## config.mk

```make
export PLATFORM = sky130hd
export DESIGN_NAME = ambient_color_time_tween
export DESIGN_NICKNAME = d
export VERILOG_FILES = /design/src/act_pkg.sv /design/src/act_ram.sv /design/src/act_div.sv /design/src/act_front.sv /design/src/act_back.sv /design/src/ambient_color_time_tween.sv
export SDC_FILE = /design/constraint.sdc
export NUM_CORES = 2
export LEC_CHECK = 0
export ABC_AREA = 1
export ABC_CLOCK_PERIOD_IN_PS = 8850
export CORE_MARGIN = 5
export CORE_UTILIZATION = 65
export DETAILED_ROUTE_END_ITERATION = 10
export DONT_BUFFER_PORTS = 1
export PLACE_DENSITY = 0.81
export SYNTH_ARGS = -nofsm -noshare
export SYNTH_HDL_FRONTEND = slang
export SYNTH_HIERARCHICAL = 1
export SYNTH_SLANG_ARGS = --single-unit
```

## constraint.sdc

```tcl
create_clock -name i_clk -period 8.85 [get_ports i_clk]
set_input_delay 0 -clock i_clk [delete_from_list [all_inputs] [get_ports i_clk]]
set_output_delay 0 -clock i_clk [all_outputs]
set_load 0.05 [all_outputs]
```

## src/act_pkg.sv

```systemverilog
// ----------------------------------------------------------------------------
// act_pkg
// Shared types and constants for the ambient colour tween.
// ----------------------------------------------------------------------------
package act_pkg;

    localparam int unsigned NCH          = 6;
    localparam int unsigned SEC_PER_HOUR = 3600;
    localparam int unsigned MS_PER_SEC   = 1000;
    localparam int unsigned MAX_MS_FIELD = 59;
    localparam int unsigned SEC_PER_MIN  = 60;
    localparam logic [10:0] HW_RESET     = 11'd1200;
    localparam logic [7:0]  RATE_RESET   = 8'd64;
    localparam int unsigned DIV_DW       = 12;

    // Division by 1000 of a 24-bit product: drop three bits, then multiply by
    // ceil(2^28 / 125) and keep the bits from 28 upwards.
    localparam logic [21:0] STEP_RECIP   = 22'd2147484;

    // Register offsets on the configuration port
    localparam logic REG_HALF_WINDOW = 1'b0;
    localparam logic REG_EASE_RATE   = 1'b1;

    // Kind field codes
    localparam logic [1:0] KIND_LOAD    = 2'd0;
    localparam logic [1:0] KIND_SET     = 2'd1;
    localparam logic [1:0] KIND_TICK    = 2'd2;
    localparam logic [1:0] KIND_IGNORED = 2'd3;

    typedef enum logic [1:0] {
        OP_LOAD,
        OP_SET,
        OP_TICK,
        OP_REJECT
    } t_op;

    typedef enum logic [1:0] {
        MODE_FLAT,
        MODE_PREV,
        MODE_NEXT
    } t_mode;

    typedef enum logic [3:0] {
        ST_IDLE,
        ST_RD_CUR,
        ST_RD_NB,
        ST_STEP,
        ST_STEP_W,
        ST_CH,
        ST_CH_W,
        ST_EASE,
        ST_FIN
    } t_state;

    typedef struct packed {
        t_op         op;
        logic [4:0]  hour;
        logic [5:0]  minute;
        logic [5:0]  second;
        logic [15:0] elapsed_ms;
    } t_ctl;

endpackage

```

## src/act_ram.sv

```systemverilog
// ----------------------------------------------------------------------------
// act_ram
// Generic single write, single read RAM with registered read data.
// ----------------------------------------------------------------------------
module act_ram #(
    parameter int unsigned WIDTH = 48,
    parameter int unsigned DEPTH = 24
) (
    input  logic                     i_clk,
    input  logic                     i_we,
    input  logic [$clog2(DEPTH)-1:0] i_waddr,
    input  logic [WIDTH-1:0]         i_wdata,
    input  logic [$clog2(DEPTH)-1:0] i_raddr,
    output logic [WIDTH-1:0]         o_rdata
);
    logic [WIDTH-1:0] r_mem [DEPTH];
    logic [WIDTH-1:0] r_rdata;

    always_ff @(posedge i_clk) begin
        if (i_we) begin
            r_mem[i_waddr] <= i_wdata;
        end
        r_rdata <= r_mem[i_raddr];
    end

    assign o_rdata = r_rdata;
endmodule

```

## src/act_div.sv

```systemverilog
// ----------------------------------------------------------------------------
// act_div
// Iterative restoring divider, one quotient bit per cycle.
// ----------------------------------------------------------------------------
module act_div #(
    parameter int unsigned PW = 24
) (
    input  logic                      i_clk,
    input  logic                      i_rst_n,
    input  logic                      i_start,
    input  logic [PW-1:0]             i_dividend,
    input  logic [act_pkg::DIV_DW-1:0] i_divisor,
    output logic                      o_done,
    output logic [PW-1:0]             o_quot
);
    import act_pkg::*;

    localparam int unsigned CNTW = $clog2(PW);

    logic [PW-1:0]     r_q, n_q;
    logic [DIV_DW-1:0] r_rem, n_rem;
    logic [DIV_DW-1:0] r_div;
    logic [CNTW-1:0]   r_cnt, n_cnt;
    logic              r_busy, n_busy;
    logic              r_done, n_done;
    logic [DIV_DW:0]   t_try;

    always_comb begin
        n_q    = r_q;
        n_rem  = r_rem;
        n_cnt  = r_cnt;
        n_busy = r_busy;
        n_done = 1'b0;
        t_try  = {r_rem, r_q[PW-1]};
        if (i_start) begin
            n_q    = i_dividend;
            n_rem  = '0;
            n_cnt  = CNTW'(PW - 1);
            n_busy = 1'b1;
        end else if (r_busy) begin
            if (t_try >= {1'b0, r_div}) begin
                n_rem = DIV_DW'(t_try - {1'b0, r_div});
                n_q   = {r_q[PW-2:0], 1'b1};
            end else begin
                n_rem = t_try[DIV_DW-1:0];
                n_q   = {r_q[PW-2:0], 1'b0};
            end
            if (r_cnt == '0) begin
                n_busy = 1'b0;
                n_done = 1'b1;
            end else begin
                n_cnt = r_cnt - 1'b1;
            end
        end
    end

    always_ff @(posedge i_clk) begin
        if (!i_rst_n) begin
            r_busy <= 1'b0;
            r_done <= 1'b0;
        end else begin
            r_busy <= n_busy;
            r_done <= n_done;
        end
        r_q   <= n_q;
        r_rem <= n_rem;
        r_cnt <= n_cnt;
        if (i_start) begin
            r_div <= i_divisor;
        end
    end

    assign o_done = r_done;
    assign o_quot = r_q;
endmodule

```

## src/act_front.sv

```systemverilog
// ----------------------------------------------------------------------------
// act_front
// Accepts input transactions, classifies them and holds them in a
// two-entry queue for the execution side.
// ----------------------------------------------------------------------------
module act_front #(
    parameter int unsigned HOURS_PER_DAY = 24,
    parameter int unsigned CHANNEL_BITS  = 8
) (
    input  logic                             i_clk,
    input  logic                             i_rst_n,
    input  logic                             i_valid,
    output logic                             o_ready,
    input  logic [1:0]                       i_kind,
    input  logic [4:0]                       i_hour,
    input  logic [5:0]                       i_minute,
    input  logic [5:0]                       i_second,
    input  logic [15:0]                      i_elapsed_ms,
    input  logic [act_pkg::NCH*CHANNEL_BITS-1:0] i_rgb,
    output logic                             o_valid,
    input  logic                             i_pop,
    output act_pkg::t_ctl                    o_ctl,
    output logic [act_pkg::NCH*CHANNEL_BITS-1:0] o_rgb,
    output logic [1:0]                       o_count
);
    import act_pkg::*;

    localparam int unsigned CW = NCH * CHANNEL_BITS;

    t_ctl          r_ctl [2];
    logic [CW-1:0] r_rgb [2];
    logic          r_wp, r_rp;
    logic [1:0]    r_cnt;
    logic          t_push;
    t_op           t_class;

    always_comb begin
        if ({2'b00, i_hour} >= 7'(HOURS_PER_DAY)) begin
            t_class = OP_REJECT;
        end else begin
            case (i_kind)
                KIND_LOAD: t_class = OP_LOAD;
                KIND_SET:  t_class = OP_SET;
                KIND_TICK: t_class = OP_TICK;
                default:   t_class = OP_REJECT;
            endcase
        end
    end

    assign o_ready = (r_cnt != 2'd2);
    assign t_push  = i_valid && o_ready;

    always_ff @(posedge i_clk) begin
        if (!i_rst_n) begin
            r_wp  <= 1'b0;
            r_rp  <= 1'b0;
            r_cnt <= '0;
        end else begin
            if (t_push) begin
                r_wp <= ~r_wp;
            end
            if (i_pop) begin
                r_rp <= ~r_rp;
            end
            r_cnt <= r_cnt + {1'b0, t_push} - {1'b0, i_pop};
        end
        if (t_push) begin
            r_ctl[r_wp] <= '{op: t_class, hour: i_hour, minute: i_minute,
                             second: i_second, elapsed_ms: i_elapsed_ms};
            r_rgb[r_wp] <= i_rgb;
        end
    end

    assign o_valid = (r_cnt != '0);
    assign o_ctl   = r_ctl[r_rp];
    assign o_rgb   = r_rgb[r_rp];
    assign o_count = r_cnt;
endmodule

```

## src/act_back.sv

```systemverilog
// ----------------------------------------------------------------------------
// act_back
// Executes queued items: table access, crossfade through a shared divider,
// easing, change detection and the result register.
// ----------------------------------------------------------------------------
module act_back #(
    parameter int unsigned HOURS_PER_DAY = 24,
    parameter int unsigned CHANNEL_BITS  = 8
) (
    input  logic                                 i_clk,
    input  logic                                 i_rst_n,
    input  logic [10:0]                          i_half_window,
    input  logic [7:0]                           i_ease_rate,
    input  logic                                 i_valid,
    output logic                                 o_pop,
    input  act_pkg::t_ctl                        i_ctl,
    input  logic [act_pkg::NCH*CHANNEL_BITS-1:0] i_rgb,
    output logic                                 o_valid,
    input  logic                                 i_ready,
    output logic                                 o_accepted,
    output logic                                 o_relight,
    output logic [act_pkg::NCH*CHANNEL_BITS-1:0] o_rgb
);
    import act_pkg::*;

    localparam int unsigned CB = CHANNEL_BITS;
    localparam int unsigned CW = NCH * CB;
    localparam int unsigned HW = (HOURS_PER_DAY > 1) ? $clog2(HOURS_PER_DAY) : 1;
    localparam int unsigned PW = (CB + DIV_DW > 24) ? CB + DIV_DW : 24;

    t_state           r_state, n_state;
    t_op              r_op;
    t_mode            r_mode;
    logic [HW-1:0]    r_nb_idx;
    logic [11:0]      r_num, r_den;
    logic [15:0]      r_ms;
    logic [23:0]      r_prod;
    logic [14:0]      r_step;
    logic [2:0]       r_ch;
    logic             r_neg;
    logic [CB-1:0]    r_tgt;
    logic [CW-1:0]    r_cur, r_nb, r_app, r_last;
    logic             r_cache;
    logic [HOURS_PER_DAY-1:0] r_vld;
    logic             r_vq;
    logic             r_o_valid, r_o_acc, r_o_rl;
    logic [CW-1:0]    r_o_rgb;

    // Datapath helpers
    logic [HW-1:0]    t_hidx, t_prev, t_next, t_raddr;
    logic [5:0]       t_min, t_sec;
    logic [11:0]      t_s;
    logic [12:0]      t_sw;
    logic             t_pop;
    logic             t_we;
    logic [CW-1:0]    t_rdata, t_rd_ok;
    logic             t_div_start;
    logic [PW-1:0]    t_div_in, t_quot;
    logic [DIV_DW-1:0] t_div_den;
    logic             t_div_done;
    logic [CB-1:0]    t_lo, t_hi, t_cur_ch, t_new;
    logic [CB:0]      t_diff;
    logic [CB-1:0]    t_mag;
    logic [16:0]      t_gap, t_step17;
    logic [42:0]      t_recip;

    assign t_hidx  = HW'(i_ctl.hour);
    assign t_prev  = (t_hidx == '0) ? HW'(HOURS_PER_DAY - 1) : t_hidx - 1'b1;
    assign t_next  = (t_hidx == HW'(HOURS_PER_DAY - 1)) ? '0 : t_hidx + 1'b1;
    assign t_min   = (i_ctl.minute > 6'(MAX_MS_FIELD)) ? 6'(MAX_MS_FIELD) : i_ctl.minute;
    assign t_sec   = (i_ctl.second > 6'(MAX_MS_FIELD)) ? 6'(MAX_MS_FIELD) : i_ctl.second;
    assign t_s     = 12'(t_min * 12'(SEC_PER_MIN)) + {6'b0, t_sec};
    assign t_sw    = {1'b0, t_s} + {2'b0, i_half_window};
    assign t_pop   = (r_state == ST_IDLE) && i_valid && !r_o_valid;
    assign o_pop   = t_pop;
    assign t_we    = t_pop && (i_ctl.op == OP_LOAD);
    assign t_raddr = (r_state == ST_RD_CUR) ? r_nb_idx : t_hidx;
    assign t_rd_ok = r_vq ? t_rdata : '0;

    // Easing step: elapsed_ms * ease_rate / 1000 by reciprocal multiplication.
    assign t_recip = r_prod[23:3] * STEP_RECIP;

    act_ram #(.WIDTH(CW), .DEPTH(HOURS_PER_DAY)) u_table (
        .i_clk   (i_clk),
        .i_we    (t_we),
        .i_waddr (t_hidx),
        .i_wdata (i_rgb),
        .i_raddr (t_raddr),
        .o_rdata (t_rdata)
    );

    act_div #(.PW(PW)) u_div (
        .i_clk      (i_clk),
        .i_rst_n    (i_rst_n),
        .i_start    (t_div_start),
        .i_dividend (t_div_in),
        .i_divisor  (t_div_den),
        .o_done     (t_div_done),
        .o_quot     (t_quot)
    );

    // Channel selection for the crossfade and easing steps
    always_comb begin
        t_cur_ch = r_app[r_ch*CB +: CB];
        if (r_mode == MODE_PREV) begin
            t_lo = r_nb[r_ch*CB +: CB];
            t_hi = r_cur[r_ch*CB +: CB];
        end else begin
            t_lo = r_cur[r_ch*CB +: CB];
            t_hi = r_nb[r_ch*CB +: CB];
        end
        t_diff   = {1'b0, t_hi} - {1'b0, t_lo};
        t_mag    = t_diff[CB] ? CB'(-t_diff) : t_diff[CB-1:0];
        t_step17 = 17'(r_step);
        if (!r_cache || t_cur_ch == r_tgt) begin
            t_new = r_tgt;
            t_gap = '0;
        end else if (t_cur_ch < r_tgt) begin
            t_gap = 17'(r_tgt - t_cur_ch);
            t_new = (t_gap > t_step17) ? t_cur_ch + CB'(r_step) : r_tgt;
        end else begin
            t_gap = 17'(t_cur_ch - r_tgt);
            t_new = (t_gap > t_step17) ? t_cur_ch - CB'(r_step) : r_tgt;
        end
    end

    always_comb begin
        n_state     = r_state;
        t_div_start = 1'b0;
        t_div_in    = PW'(t_mag * r_num);
        t_div_den   = r_den;
        case (r_state)
            ST_IDLE: begin
                if (t_pop && (i_ctl.op == OP_SET || i_ctl.op == OP_TICK)) begin
                    n_state = ST_RD_CUR;
                end
            end
            ST_RD_CUR: begin
                if (r_op == OP_SET) begin
                    n_state = ST_IDLE;
                end else if (r_mode == MODE_FLAT) begin
                    n_state = ST_STEP;
                end else begin
                    n_state = ST_RD_NB;
                end
            end
            ST_RD_NB:  n_state = ST_STEP;
            ST_STEP:   n_state = ST_STEP_W;
            ST_STEP_W: n_state = ST_CH;
            ST_CH: begin
                if (r_mode == MODE_FLAT) begin
                    n_state = ST_EASE;
                end else begin
                    t_div_start = 1'b1;
                    n_state     = ST_CH_W;
                end
            end
            ST_CH_W: begin
                if (t_div_done) begin
                    n_state = ST_EASE;
                end
            end
            ST_EASE: n_state = (r_ch == 3'(NCH - 1)) ? ST_FIN : ST_CH;
            ST_FIN:  n_state = ST_IDLE;
            default: n_state = ST_IDLE;
        endcase
    end

    always_ff @(posedge i_clk) begin
        if (!i_rst_n) begin
            r_state   <= ST_IDLE;
            r_cache   <= 1'b0;
            r_vld     <= '0;
            r_app     <= '0;
            r_last    <= '0;
            r_o_valid <= 1'b0;
        end else begin
            r_state <= n_state;
            if (r_o_valid && i_ready) begin
                r_o_valid <= 1'b0;
            end
            case (r_state)
                ST_IDLE: begin
                    if (t_pop) begin
                        if (i_ctl.op == OP_LOAD) begin
                            r_vld[t_hidx] <= 1'b1;
                        end
                        if (i_ctl.op == OP_LOAD || i_ctl.op == OP_REJECT) begin
                            r_o_valid <= 1'b1;
                            r_o_acc   <= (i_ctl.op == OP_LOAD);
                            r_o_rl    <= 1'b0;
                            r_o_rgb   <= r_app;
                        end
                    end
                end
                ST_RD_CUR: begin
                    if (r_op == OP_SET) begin
                        r_cache   <= 1'b0;
                        r_o_valid <= 1'b1;
                        r_o_acc   <= 1'b1;
                        r_o_rl    <= 1'b1;
                        r_o_rgb   <= t_rd_ok;
                    end
                end
                ST_EASE: begin
                    r_app[r_ch*CB +: CB] <= t_new;
                end
                ST_FIN: begin
                    r_o_valid <= 1'b1;
                    r_o_acc   <= 1'b1;
                    r_o_rgb   <= r_app;
                    if (r_cache && r_app == r_last) begin
                        r_o_rl <= 1'b0;
                    end else begin
                        r_o_rl  <= 1'b1;
                        r_cache <= 1'b1;
                        r_last  <= r_app;
                    end
                end
                default: ;
            endcase
        end
        r_vq <= r_vld[t_raddr];
        if (t_pop) begin
            r_op     <= i_ctl.op;
            r_ms     <= i_ctl.elapsed_ms;
            r_den    <= {i_half_window, 1'b0};
            if (i_half_window != '0 && t_s < {1'b0, i_half_window}) begin
                r_mode   <= MODE_PREV;
                r_num    <= t_sw[11:0];
                r_nb_idx <= t_prev;
            end else if (i_half_window != '0 && t_sw > 13'(SEC_PER_HOUR)) begin
                r_mode   <= MODE_NEXT;
                r_num    <= 12'(t_sw - 13'(SEC_PER_HOUR));
                r_nb_idx <= t_next;
            end else begin
                r_mode   <= MODE_FLAT;
                r_num    <= '0;
                r_nb_idx <= t_hidx;
            end
        end
        if (r_state == ST_RD_CUR) begin
            r_cur <= t_rd_ok;
        end
        if (r_state == ST_RD_NB) begin
            r_nb <= t_rd_ok;
        end
        if (r_state == ST_STEP) begin
            r_prod <= {8'b0, r_ms} * {16'b0, i_ease_rate};
        end
        if (r_state == ST_STEP_W) begin
            r_step <= (t_recip[42:28] == '0) ? 15'd1 : t_recip[42:28];
            r_ch   <= '0;
        end
        if (r_state == ST_CH) begin
            r_neg <= t_diff[CB];
            if (r_mode == MODE_FLAT) begin
                r_tgt <= r_cur[r_ch*CB +: CB];
            end
        end
        if (r_state == ST_CH_W && t_div_done) begin
            r_tgt <= r_neg ? t_lo - t_quot[CB-1:0] : t_lo + t_quot[CB-1:0];
        end
        if (r_state == ST_EASE) begin
            r_ch <= r_ch + 1'b1;
        end
    end

    assign o_valid    = r_o_valid;
    assign o_accepted = r_o_acc;
    assign o_relight  = r_o_rl;
    assign o_rgb      = r_o_rgb;
endmodule

```

## src/ambient_color_time_tween.sv

```systemverilog
// ----------------------------------------------------------------------------
// ambient_color_time_tween
// Time-of-day ambient colour tween: hourly set-point table, crossfade near
// hour boundaries, easing of the applied colours and relight detection.
// ----------------------------------------------------------------------------
//
// Channel      Direction  Handshake            Payload
// s (items)    in         i_s_tvalid/o_s_tready i_s_tuser kind, i_s_tdata fields
// m (results)  out        o_m_tvalid/i_m_tready o_m_tuser flags, o_m_tdata colours
// cfg (APB)    in         psel/penable/pready   two registers at 0x0 and 0x4
//
// A load or rejected item gets its result from the idle state, a set-hour item
// after the current-hour table read. For a tick on the flat part of an hour
// the easing step comes from a reciprocal multiplication, then each of the six
// channels passes through a channel and an ease state. Inside a crossfade each
// channel also waits on the shared restoring divider.
// Reset is synchronous and empties the table valid bits, the change cache and
// the applied colours at once; no clearing pass is needed.
// The front queue holds two transactions, so input is accepted while a
// result waits on a stalled output; the back end starts the next item only
// once the result register is free.
// ----------------------------------------------------------------------------
module ambient_color_time_tween #(
    parameter int unsigned HOURS_PER_DAY = 24,
    parameter int unsigned CHANNEL_BITS  = 8,
    localparam int unsigned IN_W  = ((33 + 6 * CHANNEL_BITS + 7) / 8) * 8,
    localparam int unsigned OUT_W = ((6 * CHANNEL_BITS + 7) / 8) * 8
) (
    input  logic             i_clk,
    input  logic             i_rst_n,
    // Input stream
    input  logic             i_s_tvalid,
    output logic             o_s_tready,
    // tdata from bit 0: hour, minute, second, elapsed_ms, in_red_in,
    // in_green_in, in_blue_in, out_red_in, out_green_in, out_blue_in, zeros
    input  logic [IN_W-1:0]  i_s_tdata,
    // tuser: kind
    input  logic [1:0]       i_s_tuser,
    // Result stream
    output logic             o_m_tvalid,
    input  logic             i_m_tready,
    // tdata from bit 0: in_red_out, in_green_out, in_blue_out, out_red_out,
    // out_green_out, out_blue_out, zeros
    output logic [OUT_W-1:0] o_m_tdata,
    // tuser from bit 0: accepted, relight
    output logic [1:0]       o_m_tuser,
    // Configuration port
    input  logic             psel,
    input  logic             penable,
    input  logic             pwrite,
    input  logic [2:0]       paddr,
    input  logic [31:0]      pwdata,
    output logic [31:0]      prdata,
    output logic             pready
);
    import act_pkg::*;

    localparam int unsigned CW = NCH * CHANNEL_BITS;

    logic [10:0]   r_half_window;
    logic [7:0]    r_ease_rate;
    logic          q_valid, q_pop;
    t_ctl          q_ctl;
    logic [CW-1:0] q_rgb, m_rgb;
    logic [1:0]    q_count;
    logic          m_acc, m_rl;

    // Register writes complete in the APB access phase.
    assign pready = 1'b1;

    always_ff @(posedge i_clk) begin
        if (!i_rst_n) begin
            r_half_window <= HW_RESET;
            r_ease_rate   <= RATE_RESET;
        end else if (psel && penable && pwrite) begin
            case (paddr[2])
                REG_HALF_WINDOW: r_half_window <= pwdata[10:0];
                REG_EASE_RATE:   r_ease_rate   <= pwdata[7:0];
                default: ;
            endcase
        end
    end

    always_comb begin
        case (paddr[2])
            REG_HALF_WINDOW: prdata = {21'b0, r_half_window};
            REG_EASE_RATE:   prdata = {24'b0, r_ease_rate};
            default:         prdata = '0;
        endcase
    end

    // The front end classifies each transaction and queues it.
    act_front #(.HOURS_PER_DAY(HOURS_PER_DAY), .CHANNEL_BITS(CHANNEL_BITS)) u_front (
        .i_clk        (i_clk),
        .i_rst_n      (i_rst_n),
        .i_valid      (i_s_tvalid),
        .o_ready      (o_s_tready),
        .i_kind       (i_s_tuser),
        .i_hour       (i_s_tdata[4:0]),
        .i_minute     (i_s_tdata[10:5]),
        .i_second     (i_s_tdata[16:11]),
        .i_elapsed_ms (i_s_tdata[32:17]),
        .i_rgb        (i_s_tdata[33 +: CW]),
        .o_valid      (q_valid),
        .i_pop        (q_pop),
        .o_ctl        (q_ctl),
        .o_rgb        (q_rgb),
        .o_count      (q_count)
    );

    // The back end owns the table, the divider and the result register.
    act_back #(.HOURS_PER_DAY(HOURS_PER_DAY), .CHANNEL_BITS(CHANNEL_BITS)) u_back (
        .i_clk         (i_clk),
        .i_rst_n       (i_rst_n),
        .i_half_window (r_half_window),
        .i_ease_rate   (r_ease_rate),
        .i_valid       (q_valid),
        .o_pop         (q_pop),
        .i_ctl         (q_ctl),
        .i_rgb         (q_rgb),
        .o_valid       (o_m_tvalid),
        .i_ready       (i_m_tready),
        .o_accepted    (m_acc),
        .o_relight     (m_rl),
        .o_rgb         (m_rgb)
    );

    assign o_m_tdata = OUT_W'(m_rgb);
    assign o_m_tuser = {m_rl, m_acc};

    // A rejected item never pushes new colours.
    a_rl_needs_acc: assert property (@(posedge i_clk) disable iff (!i_rst_n)
        o_m_tvalid |-> (o_m_tuser[0] || !o_m_tuser[1]))
        else $error("relight flagged on a rejected item");

    // The back end only takes an item from a non-empty queue.
    a_pop_nonempty: assert property (@(posedge i_clk) disable iff (!i_rst_n)
        q_pop |-> (q_count != 2'd0))
        else $error("queue popped while empty");

    // The queue never claims more than its two entries.
    a_q_bound: assert property (@(posedge i_clk) disable iff (!i_rst_n)
        q_count != 2'd3)
        else $error("queue count overflow");

    // Taking an item means the result register was free for it.
    a_pop_slot: assert property (@(posedge i_clk) disable iff (!i_rst_n)
        q_pop |-> !o_m_tvalid)
        else $error("item started with a result still pending");
endmodule

```

# ---- Word level (Yosys, flattened, before mapping)
# Memories as Yosys holds them, arrays and structs flattened. A register that Yosys moved wholly into a read port is not among the register bits.
# Index checks and enable logic that the tools add are counted.
dict set report word_totals {
  wordCells 232
  output_inout_bits 85
  memories 3
  regBits 449
  ramBits 1318
}
# name depth width read_ports rd_ports_with_merged_regs wr line_no
set memory_table {}
lappend memory_table {u_back.u_table.r_mem 24 48 1 1 1 act_ram.sv:16} ;# logic [WIDTH-1:0] r_mem [DEPTH];
lappend memory_table {u_front.r_rgb 2 48 1 1 1 act_front.sv:31} ;# logic [CW-1:0] r_rgb [2];
lappend memory_table {u_front.r_ctl 2 35 1 1 1 act_front.sv:30} ;# t_ctl r_ctl [2];
dict set report classes {
  mul 4
  n_mux 77
  eq_ne 26
  shift 5
  n_bitwise 8
  n_lt_le_gt_ge 12
  reduce_logical 43
  add_sub_neg 19
}
# cell count
set ops {}
lappend ops {{$mux 48} 4}
lappend ops {{$pmux 48 s3} 1}
lappend ops {{$shiftx 48x7->8} 3}
lappend ops {{$mux 8} 11}
lappend ops {{$pmux 32 s2} 1}
lappend ops {{$bwmux 48} 1}
lappend ops {{$eq 48x48->1} 1}
lappend ops {{$shift 8x34->48 const A} 1}
lappend ops {{$shiftx 8x34->48} 1}
lappend ops {{$mul 21x20->41 const B} 1}
lappend ops {{$mux 20} 2}
lappend ops {{$mux 12} 3}
lappend ops {{$gt 17x15->1} 2}
lappend ops {{$neg 6->34} 1}
lappend ops {{$pmux 4 s8} 1}
lappend ops {{$mux 1} 31}
lappend ops {{$sub 8x8->9} 3}
lappend ops {{$mux 5} 5}
lappend ops {{$mul 16x8->24} 1}
lappend ops {{$or 24x24->24} 1}
lappend ops {{$mul 8x12->20} 1}
lappend ops {{$add 8x8->8} 2}
lappend ops {{$eq 4x3->1 const B} 4}
lappend ops {{$mux 4} 4}
lappend ops {{other kinds (53)} 108}

# ---- Logic depth before layout (Yosys ltp)
dict set report depth {
  word_depth 9
  mapped_depth 48
}

# ---- Modules after synthesis
# Netlist, hierarchy kept.
# mod seq_area_each_um2 area_each_um2 instances cells_per_inst
set modules_own_cells {}
lappend modules_own_cells {act_ram 35554.1 49389.9 1 4365}
lappend modules_own_cells {act_back 9809.4 34415.5 1 4237}
lappend modules_own_cells {act_front 5084.9 6582.6 1 295}
lappend modules_own_cells {act_div 1461.4 3054.2 1 388}
lappend modules_own_cells {ambient_color_time_tween 380.4 1118.6 1 171}

# ---- Least setup slack after synthesis
# OpenSTA, ideal clock, no wires.
dict set report synth_path {
  path_kind {register to register}
  start {register u_back.r_ch[0]}
  end {register u_back.u_div.r_q[18], in the netlist u_back/u_div/o_quot[18], data pin}
  stages_incl_launch_ff 44
  t_arrival_ns 7.653
  setup_time_ns 0.253
  path_buffers 3
  slack_ns 0.944
  required_time_ns 8.597
  cell_sequence {edfxtp_1 inv_2 clkbuf_1 clkbuf_1 clkbuf_1 nor2_1 o21ai_0 o21bai_1 inv_1 ha_1 inv_1 fa_1 nand3_1 nand2_1 a21oi_1 o21bai_1 nand2_1 nand2_1 [... 8 more ...] fa_1 fa_1 fa_1 inv_1 ha_1 nand2_1 nor2_1 nand2_1 o211ai_1 a21oi_1 o21bai_1 a21oi_1 o21bai_1 nand4_1 nand3_1 nand2_1 nand2_1 nand2_1}
}
# item line_no
set synth_rtl {}
lappend synth_rtl {{from (decl)} act_back.sv:39} ;# logic [2:0] r_ch;
lappend synth_rtl {{from (signal assigned)} act_back.sv:265} ;# r_ch <= r_ch + 1'b1;
lappend synth_rtl {{$shiftx 48x7->8 (on tied branches)} n/a}
lappend synth_rtl {{$mux 8} act_back.sv:105} ;# if (r_mode == MODE_PREV) begin
lappend synth_rtl {{$sub 8x8->9 *} act_back.sv:112} ;# t_diff = {1'b0, t_hi} - {1'b0, t_lo};
lappend synth_rtl {{named net u_back.t_diff[8]} act_back.sv:62} ;# logic [CB:0] t_diff;
lappend synth_rtl {{$mux 8 *} act_back.sv:113} ;# t_mag = t_diff[CB] ? CB'(-t_diff) : t_diff[CB-1:0];
lappend synth_rtl {{$mul 8x12->20 *} act_back.sv:130} ;# t_div_in = PW'(t_mag * r_num);
lappend synth_rtl {{named net u_back.t_div_in[18]} act_back.sv:58} ;# logic [PW-1:0] t_div_in, t_quot;
lappend synth_rtl {{$mux 20 *} act_div.sv:35} ;# if (i_start) begin
lappend synth_rtl {{named net u_back.u_div.n_q[18]} act_div.sv:20} ;# logic [PW-1:0] r_q, n_q;
lappend synth_rtl {{to (signal assigned)} act_div.sv:65} ;# r_q <= n_q;
lappend synth_rtl {{to (decl)} act_div.sv:20}
# The timed path passes the listed nets; every way through them passes the cells marked *.
# A chain may end at the register's enable or synchronous reset.

# ---- Final worst setup path
# Same ends and word-level chain as after synthesis.

==> out/qor.yml <==
timing:
  finalClockSkew_ns: 0.0726
  rsz0062_at_grt: "false"
  final_hold_viol_count: 0
  worst_slew_pin_slew_ns: 1.22
  period_share_pct: 94.4
  slew_headroom_pct: 18.3
  setup_violations: 0
  post-route-min-period_ns: 8.36
  finalMaxSlewViolations: 0
  fmax_ghz: 0.120
  setup_tns_ns: 0
synth:
  seq_area_frac_synth_pct: 55.3
  yosys-top-cells-count: "2052 x nand2_1, 1596 x edfxtp_1, 1528 x inv_1"
  netlist.area_leader.share_pct: 50.7
  synth_edf_count: 1596
  synth_xor_area_share_pct: 1.19
  yosysTopAreaCell: "edfxtp_1"
  synth_fa_ha_area_share_pct: 10.7
  synth-compound-area-share_pct: 5.88
  ys.flop_type: "edfxtp_1"
  synthTopCellsByArea: "edfxtp_1 51%, nand2_1 8.1%, inv_1 6.1%"
  ys_ff_latch: 1814
  synth.most_common_cell: "nand2_1"
  synth_warnings: 6
  syn_inst: 9456
  yosys.area_share.simple_pct: 17.0
  syn_area_mm2: 0.0946
  synth_cell_type_count: 71
  synth_top_family_by_area: "simple AND/OR/NAND/NOR gates"
  synth.area.mux_share_pct: 1.29
  async_flop_share_pct: 0
  synth.avg_cell_area_um2: 10.0
floorplanning:
  rows: 140
  die_w_um: 391
  core_area_mm2: 0.145
  dieArea_mm2: 0.153
  die_height_um: 391
  start_util_pct: 65.1
  io_pins: 217
finish:
  finalNetCount: 10300
  final_layout_size_suffix_gt1_share_pct: 5.85
  areaGrowthSynthToFinish_pct: 9.65
global_route:
  grt_util_all_layers_pct: 32.0
  grt_pass1_vias: 67100
  globalRouteOverflowTotal: 0
  grt_start_max_net_pins: 226
  grt_pass1_wl_um: 378000
  antenna_found_initial: 10
setup_path:
  start_kind: "flop"
  worstPathMaxFanout: 19
  slowest_delay_ns: 0.55
  cp-end-kind: "flop"
  criticalPathCategory: "flop to flop"
  required_ns: 9.37
  worst_ep_arrival_time_ns: 8.88
  cpMostUsedCell: "nand2_1"
  slowest_stage: "fa_1"
clocking:
  clock_latency_ns: 0.84
  htree_levels: 4
  root_buffer: "clkbuf_16"
  cts_buffer_depth: 3
  numCtsBuffers: 179
  clock_sinks: 1814
  clkTransAtPathRegs_ns: 0.06
  cts_tree: "yes"
drt:
  drc_errors: 0
  vias: 68900
  drt_pass1_iterations: 6
  antenna_left: 0
  drtIter0Drc: 8147
  viasPerCell: 5.93
  totalWireLength_um: 250000
  wl_per_cell_um: 21.5
placement:
  gp_congestion: 0.939
  hpwl_um: 150000
  portBuffers: 0
outcome:
  status: "finished, final reports clean"
flow_run:
  drv_cap: 0
hold_path:
  worst_hold_path_type: "input port to flop"
[layout make-up]
type	count	area (um2)
inverters	1547	5870
repair buffers	281	2740
multi-input cells	5705	34400
clock buffers	219	4700
diodes	11	27.5
well taps	1917	2400
fillers	9708	41500
flip-flops and latches	1814	52300
clock inverters	115	1270
[what timing repair did]
| item | in CTS | in global routing |
|---|---|---|
| setup endpoints to repair | 0 | 5 |
| resized for setup | 0 | 8 |
| hold endpoints to repair | 360 | 0 |
| hold buffers | 214 | 0 |
| buffers inserted | 0 | 0 |
[logic make-up (layout without fill, tap and decap cells)]
group | Yosys count | in the layout
XOR/XNOR | 123 | 123
multiplexers | 85 | 85
other | 3 | 38
AND/OR/NAND/NOR | 3824 | 3824
buffers and inverters | 1961 | 2162
flip-flops | 1814 | 1814
adder cells (fa/ha/maj) | 655 | 655
AO/OA/AOI/OAI | 991 | 991
[per-stage QoR]
| step | cell area, um2 | cells | worst slack (ns) | hold slack, ns | utilization (%) |
|---|---|---|---|---|---|
| final | 104000 | 11600 | 0.493 | 0.0790 | 71.4 |
| after global placement | 95500 | 11100 | 0.610 | 0.0990 | 65.8 |
| after detailed placement | 95500 | 11100 | 0.440 | 0.0990 | 65.8 |
| after floorplan | 94700 | 9480 | 0.944 | 0.0935 | - |
| after global routing | 104000 | 11600 | 0.0136 | 0.0537 | 71.4 |
| after CTS | 104000 | 11600 | 0.324 | 0.00812 | 71.4 |
[registers in the layout, indices dropped and copies added (netlist names), 12 cells and up, named ones only]
register	flops
u_back/r_cur	48
u_back/u_div/o_quot	24
u_back/r_vld	24
u_front/r_ctl	70
u_back/r_app	48
u_back/r_step	15
u_front/r_rgb	96
u_back/r_last	48
u_back/r_nb	48
u_back/o_rgb	48
u_back/r_prod	21
u_back/r_num	12
u_back/u_table/o_rdata	48
u_back/u_div/r_div	12
u_back/u_div/r_rem	12
u_back/u_table/r_mem	1152
u_back/r_ms	16
[worst max-delay path, delay by kind of cell (launching register included)]
| kind | cells | cell delay [ns] |
|---|---|---|
| buf+inv | 8 | 1.10 |
| flops | 1 | 0.52 |
| simple gates | 17 | 1.82 |
| fa+ha+maj | 7 | 2.81 |
| compound gates | 10 | 1.72 |
[routing by layer]
layer	vias to the layer above	part of all wire, %	GRT usage [%]
met5	-	0.015	0
met4	6	5.0	14.8
met3	840	10	5.04
met2	4067	48	53.4
met1	32800	37	41.8
li1	31100	-	-
[worst paths after layout]
check                  startpoint                       to  slack [ns]  depth (start not counted)
setup reg to reg   u_back/r_ch[0]  u_back/u_div/o_quot[18]        0.49                         42
hold / removal       i_s_tuser[1]     u_front/r_ctl[1][34]        0.08                          2
hold reg to reg   u_back/r_den[2]    u_back/u_div/r_div[2]        0.36                          0
setup / recovery   u_back/r_ch[0]  u_back/u_div/o_quot[18]        0.49                         42
[cell usage in the layout (no fill, tap or decap), types with 27 or more instances in the layout]
cell	count
clkbuf_1	33
fa_1	252
nand3_1	833
mux2_4	70
o211ai_1	109
nand4_1	66
nor2_4	34
edfxtp_1	1596
buf_4	61
clkinv_2	27
o21ai_0	497
nor3_1	39
clkbuf_16	179
a21oi_1	256
xnor2_1	35
dlygate4sd3_1	213
dfxtp_1	216
clkinv_1	44
inv_1	1517
ha_1	403
nor2_1	689
xor2_1	81
nand2_1	2052
conb_1	27
Power is left out: the tool's default activity adds up to more than one toggle a clock period on the data nets, which glitch-free logic cannot reach.
